==> config.mk <==
export PLATFORM = sky130hd
export DESIGN_NAME = bbpe_ctrl
export DESIGN_NICKNAME = d
export VERILOG_FILES = /design/src/hdl/bbpe_pkg.sv /design/src/hdl/bbpe_ctrl.sv
export VERILOG_INCLUDE_DIRS = /design/src /design/src/hdl
export SDC_FILE = /design/constraint.sdc
export NUM_CORES = 1
export LEC_CHECK = 0
export BUFFER_PORTS_ARGS = -buffer_cell sky130_fd_sc_hd__buf_2
export CORE_AREA = 10 10 47 49
export CTS_CLUSTER_DIAMETER = 100
export CTS_CLUSTER_SIZE = 24
export DETAILED_ROUTE_END_ITERATION = 8
export DIE_AREA = 0 0 57 59
export SYNTH_ARGS = -nofsm -noshare
export SYNTH_HDL_FRONTEND = slang
export SYNTH_SLANG_ARGS = --single-unit
export TNS_END_PERCENT = 100
==> constraint.sdc <==
create_clock -name clk -period 2.04 [get_ports clk]
set_input_delay 0.204 -clock clk [delete_from_list [all_inputs] [get_ports clk]]
set_output_delay 0.204 -clock clk [all_outputs]
set_load 0.01 [all_outputs]
==> src/hdl/bicubic_bezier_patch_eval_top_assert.svh <==
// Assertion macros shared by the bicubic Bezier patch evaluator RTL.
`ifndef BICUBIC_BEZIER_PATCH_EVAL_TOP_ASSERT_SVH
`define BICUBIC_BEZIER_PATCH_EVAL_TOP_ASSERT_SVH
`ifndef NO_ASSERTIONS
// Same-cycle implication, clocked on clk, off during reset.
`define BBPE_ASSERT_IMPL(label, ante, cons) \
	label: assert property (@(posedge clk) disable iff (!arst_n) (ante) |-> (cons)) \
		else $error("bbpe assertion failed");
// Next-cycle implication, clocked on clk, off during reset.
`define BBPE_ASSERT_NEXT(label, ante, cons) \
	label: assert property (@(posedge clk) disable iff (!arst_n) (ante) |=> (cons)) \
		else $error("bbpe assertion failed");
`else
`define BBPE_ASSERT_IMPL(label, ante, cons)
`define BBPE_ASSERT_NEXT(label, ante, cons)
`endif
`endif

==> src/hdl/bbpe_pkg.sv <==
// Shared constants and controller/datapath interface types for the patch evaluator.
`default_nettype none
package bbpe_pkg;

	localparam int COORD_WIDTH_DEF     = 32;
	localparam int PARAM_FRAC_BITS_DEF = 16;

	localparam int CTL_POINTS = 16;
	localparam int IDX_W      = 4;
	localparam int CNT_W      = 5;

	// counts 0..15 feed the points; the counter then runs on to CNT_LAST while the MAC pipeline drains
	localparam logic [CNT_W-1:0] CNT_FEED_END = 5'd16;
	localparam logic [CNT_W-1:0] CNT_LAST     = 5'd17;

	localparam logic REQ_LOAD = 1'b0;
	localparam logic REQ_EVAL = 1'b1;

	typedef struct packed {
		logic             load;
		logic             start;
		logic             prep1;
		logic             prep2;
		logic             feed;
		logic [IDX_W-1:0] idx;
		logic             write_out;
	} dp_cmd_t;

	typedef struct packed {
		logic out_busy;
	} dp_sts_t;

endpackage
`default_nettype wire

==> src/hdl/bbpe_ctrl.sv <==
// Controller state machine sequencing loads and evaluations of the patch.
`default_nettype none
`include "bicubic_bezier_patch_eval_top_assert.svh"
module bbpe_ctrl (
	input  wire logic              clk,
	input  wire logic              arst_n,
	input  wire logic              in_valid,
	output logic                   in_ready,
	input  wire logic              req_type,
	input  wire bbpe_pkg::dp_sts_t sts,
	output bbpe_pkg::dp_cmd_t      cmd
);
	import bbpe_pkg::*;

	localparam logic [2:0] S_IDLE  = 3'd0;
	localparam logic [2:0] S_PREP1 = 3'd1;
	localparam logic [2:0] S_PREP2 = 3'd2;
	localparam logic [2:0] S_EVAL  = 3'd3;
	localparam logic [2:0] S_WRITE = 3'd4;

	logic [2:0]       state_q, state_d;
	logic [CNT_W-1:0] cnt_q, cnt_d;
	logic             acc_in;

	assign in_ready = (state_q == S_IDLE);
	assign acc_in   = in_valid && in_ready;

	always_comb begin
		cmd.load      = acc_in && (req_type == REQ_LOAD);
		cmd.start     = acc_in && (req_type == REQ_EVAL);
		cmd.prep1     = (state_q == S_PREP1);
		cmd.prep2     = (state_q == S_PREP2);
		cmd.feed      = (state_q == S_EVAL) && (cnt_q < CNT_FEED_END);
		cmd.idx       = cnt_q[IDX_W-1:0];
		cmd.write_out = (state_q == S_WRITE) && !sts.out_busy;
	end

	always_comb begin
		state_d = state_q;
		cnt_d   = cnt_q;
		unique case (state_q)
			S_IDLE: begin
				if (cmd.start) begin
					state_d = S_PREP1;
				end
			end
			S_PREP1: begin
				state_d = S_PREP2;
			end
			S_PREP2: begin
				state_d = S_EVAL;
				cnt_d   = '0;
			end
			S_EVAL: begin
				cnt_d = cnt_q + CNT_W'(1);
				if (cnt_q == CNT_LAST) begin
					state_d = S_WRITE;
				end
			end
			S_WRITE: begin
				if (!sts.out_busy) begin
					state_d = S_IDLE;
				end
			end
			default: begin
				state_d = S_IDLE;
			end
		endcase
	end

	always_ff @(posedge clk or negedge arst_n) begin
		if (!arst_n) begin
			state_q <= S_IDLE;
			cnt_q   <= '0;
		end else begin
			state_q <= state_d;
			cnt_q   <= cnt_d;
		end
	end

	`BBPE_ASSERT_NEXT(a_eval_start, cmd.start, state_q == S_PREP1)
	`BBPE_ASSERT_NEXT(a_cnt_step, state_q == S_EVAL && cnt_q != CNT_LAST, state_q == S_EVAL && cnt_q == $past(cnt_q) + CNT_W'(1))
	`BBPE_ASSERT_NEXT(a_eval_len, state_q == S_EVAL && cnt_q == CNT_LAST, state_q == S_WRITE)

endmodule
`default_nettype wire

**Word-level counts from Yosys, hierarchy flattened**

Cells that the tools add are included.

- Flip-flop bits (word level): 8
- Input bits: 5
- Output and inout bits: 11
- Logic and storage cells: 27

- $add $sub $neg: 1
- Magnitude comparators: 1
- Equal/unequal tests: 8
- Mux-type cells: 5
- Bitwise operators: 1
- Reductions and logical operators: 9

Operator list:

| kind | count |
|---|---|
| 3-bit case mux with 5 select lines | 1 |
| 5-bit case mux with 2 select lines | 1 |
| 3-bit 2-to-1 mux | 3 |
| 3-bit by 2-bit equality test with 1-bit output, second input constant | 2 |
| 5-bit by 1-bit adder with 5-bit output, second input constant | 1 |
| 5-bit equality test, second input constant | 1 |
| 1-bit logical AND | 5 |
| 5-bit less-than comparator, second input constant | 1 |
| 2-bit by 1-bit inequality test with 1-bit output, second input constant | 2 |
| 3-bit by 1-bit equality test with 1-bit output, second input constant | 1 |
| 3-bit equality test, second input constant | 1 |
| 3-bit zero test | 1 |
| 3-bit AND reduction | 1 |
| 2-bit inequality test, second input constant | 1 |
| 2-bit nonzero test | 1 |
| 1-bit zero test | 1 |
| 1-bit inverter | 1 |

**Logic depth before layout (Yosys ltp)**

- Word-level depth: 5
- Mapped depth: 5
- Depth with buffers taken out: 5

**Worst setup path before layout**

No wires, ideal clock.

- Path type: register to output
- Start: reg state_q[0]
- End: out cmd[0] (netlist bit)
- Data arrival time: 1.017 ns
- Required time: 1.836 ns
- Setup slack: 0.819 ns
- Stages on the path, launching flop included: 3
- Path buffers: 1
- Cell sequence: dfrtp_1 -> buf_2 -> nor4b_1

RTL lines:

| element | RTL line | RTL |
|---|---|---|
| from (decl) | bbpe_ctrl.sv:21 | `logic [2:0] state_q, state_d;` |
| from (signal assigned) | bbpe_ctrl.sv:76 | `state_q <= state_d;` |
| to (decl) | bbpe_ctrl.sv:11 | `output bbpe_pkg::dp_cmd_t cmd` |

==> flow_summary.ini <==
[cells_and_area]
multi_input_area_sq_um = 231
postLayoutCellArea_sq_um = 571
drive_above_1_share_pct = 31.8
final_nets = 75
fillers = 155
n_antenna_cell = 0
regArea_sq_um = 200
area_growth_pct = 19.4

[synth]
synthAdderAreaFrac_pct = 5.24
syn_inst = 52
synthFlopType = dfrtp_1
syn_nets = 59
yosys.area_share.simple_pct = 29.6
synth_edf_count = 0
synth_top_area_share_pct = 41.9
ys_seq_area_share_pct = 41.9
synth_compound_area_share_pct = 13.6
synth_top_family_by_area = simple AND/OR/NAND/NOR gates
muxShareOfSynthArea_pct = 0
synth_area_leaders = dfrtp_1, buf_4, ha_1, o21ai_0, nand3_1
synth_area_sq_um = 478
yosys_warnings = 0
syn_area_per_cell_sq_um = 9.19
async_reset_ff_share_pct = 100
synth-seq-cells = 8
synth_area_leader_cell = dfrtp_1
yosys.cell_types.count = 28
yosys.area_share.xor_xnor_pct = 0

[clock_network]
post_cts_resized = 0
numCtsBuffers = 3
clk_pin_slew_ns = 0.05
cts_sinks = 8
cts.hold.buffers_added = 1
insertion_delay_ns = 0.26
cts_max_level = 1
clockRootBuffer = clkbuf_4
cts_setup_buffers = 0
cts_tree = built
clock_path_buffers = 2

[routing]
dr.pass1.iters = 4
vias = 424
wire_per_inst_um = 12.8
routed_wl_um = 1050
via_per_inst = 5.17
ant_nets = 0
drc_errors = 0
drt-initial-drc-count = 4

[global_route]
grt_pass1_vias = 419
antenna_found_initial = 0
grt_max_degree = 13
globalRoute.totalOverflow = 0
grt_usage_pct = 6.70
grt_pass1_wl_um = 1770

[placed_design]
portBuffers = 15
post-dp-hpwl_um = 815
gp_routability_congestion = 0.717
place_area_sq_um = 538

[critical_path]
critPathLaunch = state_q[0]
reg2reg_slack_ns = 0.71
arrival_ns = 1.30
critPathKind = reg -> out
startpoint_type = flop
r2r_start = cnt_q[1]
crit_fanout = 12
endpoint = cmd[8]
end_kind = primary output
r2r-end = state_q[1]
ff2ff_path_depth = 5
worstPathRequired_ns = 1.84

[sta]
worstMarginPinSlew_ns = 0.448
tns_ns = 0
hold_viol = 0
fmax_mhz = 664
fin_worst_skew_ns = 0.00750
setup_viol = 0
rsz0062_at_grt = false
drv_slew = 0
slew_headroom_pct = 69.9
period_minus_slack_ns = 1.51
period_share_pct = 73.8

[power_and_ir_drop]
leakage_nw = 0.276
max-vdd-ir-drop_mv = 0.393
power.density_nw_per_um2 = 1410

[die]
core_area_sq_um = 1400
die_area_sq_um = 3360
initial_core_util_pct = 34.1
die_w_um = 57
die_y_um = 59
ios = 16
rows = 14

[run_status]
status = finished, final reports clean

[worst_hold_path]
worstHoldPathType = in -> reg

[flow_run]
max-cap-violations = 0
[report_power, final]
group / internal (mW) / switching [mW] / total, mW / leakage, nW
clock: 0.0676 / 0.0585 / 0.126 / 0.0138
sequential: 0.225 / 0.0926 / 0.318 / 0.0939
combinational: 0.168 / 0.192 / 0.360 / 0.168
total: 0.461 / 0.343 / 0.804 / 0.276
[cell type report]
type	instances	area share, %
sequential	8	35.1
inverter	3	1.97
timing repair buffer	16	14.9
tap	16	3.51
multi-input combinational	36	40.6
clock buffer	3	3.95
[cell usage after synthesis, types with 2 or more instances]
cell type,number
ha_1,2
buf_4,4
nand2_1,4
nor2_1,4
inv_1,3
o21ai_0,4
dfrtp_1,8
nand3_1,3
[worst max-delay path, stage by stage (launching register included)]
cell	delay, ns
dfrtp_1	0.48
nor2_1	0.24
and3_1	0.19
buf_2	0.13
[metrics by stage]
stage | setup WS, ns | total power [mW] | instances | utilization, % | hold WS [ns]
2_1_floorplan | 0.819 | 0.610 | 52 | - | -0.0916
3_3_place_gp | 0.743 | 0.683 | 78 | 38.4 | 0.0584
3_5_place_dp | 0.721 | 0.688 | 78 | 38.4 | 0.0586
4_1_cts | 0.525 | 0.819 | 82 | 40.7 | 0.204
5_1_grt | 0.421 | 0.891 | 82 | 40.7 | 0.217
6_report | 0.535 | 0.804 | 82 | 40.7 | 0.211
[logic make-up after synthesis]
logic type                 Yosys count
buffers and inverters                8
DFF                                  8
and+or+nand+nor                     24
AOI/OAI and AO/OA                   10
adders and majority gates            2
[worst min-delay path by stage]
stage                        start         end  slack, ns  depth (start not counted)
final                     req_type  state_q[0]       0.21                          3
after global routing      req_type  state_q[0]       0.22                          3
after CTS                 req_type  state_q[0]       0.20                          3
after detailed placement    arst_n    cnt_q[0]       0.06                          1
after global placement      arst_n    cnt_q[0]       0.06                          1
after floorplan             arst_n    cnt_q[0]      -0.09                          0
[sequential cells by signal, indices dropped and copies added, names as in the netlist]
register and count:
state_q 3, cnt_q 5
[cell usage in the layout (no fill, tap or decap)]
cell type / netlist / final
nor4_1: 1 / 1
buf_2: 1 / 15
inv_1: 3 / 3
a21oi_1: 1 / 1
nand2b_1: 1 / 1
nor3b_1: 1 / 1
nor2b_1: 1 / 1
and3_1: 1 / 1
o311ai_1: 1 / 1
nand3b_2: 1 / 1
nor3_1: 1 / 1
nor4b_1: 1 / 1
o21ai_2: 1 / 1
clkbuf_4: 0 / 3
o21ai_1: 1 / 1
ha_1: 2 / 2
nand3b_1: 1 / 1
or3b_1: 1 / 1
and2b_1: 1 / 1
a32o_1: 1 / 1
nand2b_2: 1 / 1
nand2_1: 4 / 4
nand3_1: 3 / 3
o21ai_0: 4 / 4
or3_1: 1 / 1
dfrtp_1: 8 / 8
a211oi_1: 1 / 1
dlygate4sd3_1: 0 / 1
nor2_1: 4 / 4
[routing by layer]
metal / vias up / track usage [%] / part of all wire (%)
li1: 211 / - / -
met1: 195 / 6.88 / 47
met2: 16 / 9.61 / 40
met3: 2 / 4.29 / 9.9
met4: 0 / 5.03 / 2.6
met5: - / 0 / 0
No activity file was read; power rests on OpenSTA's default activity.
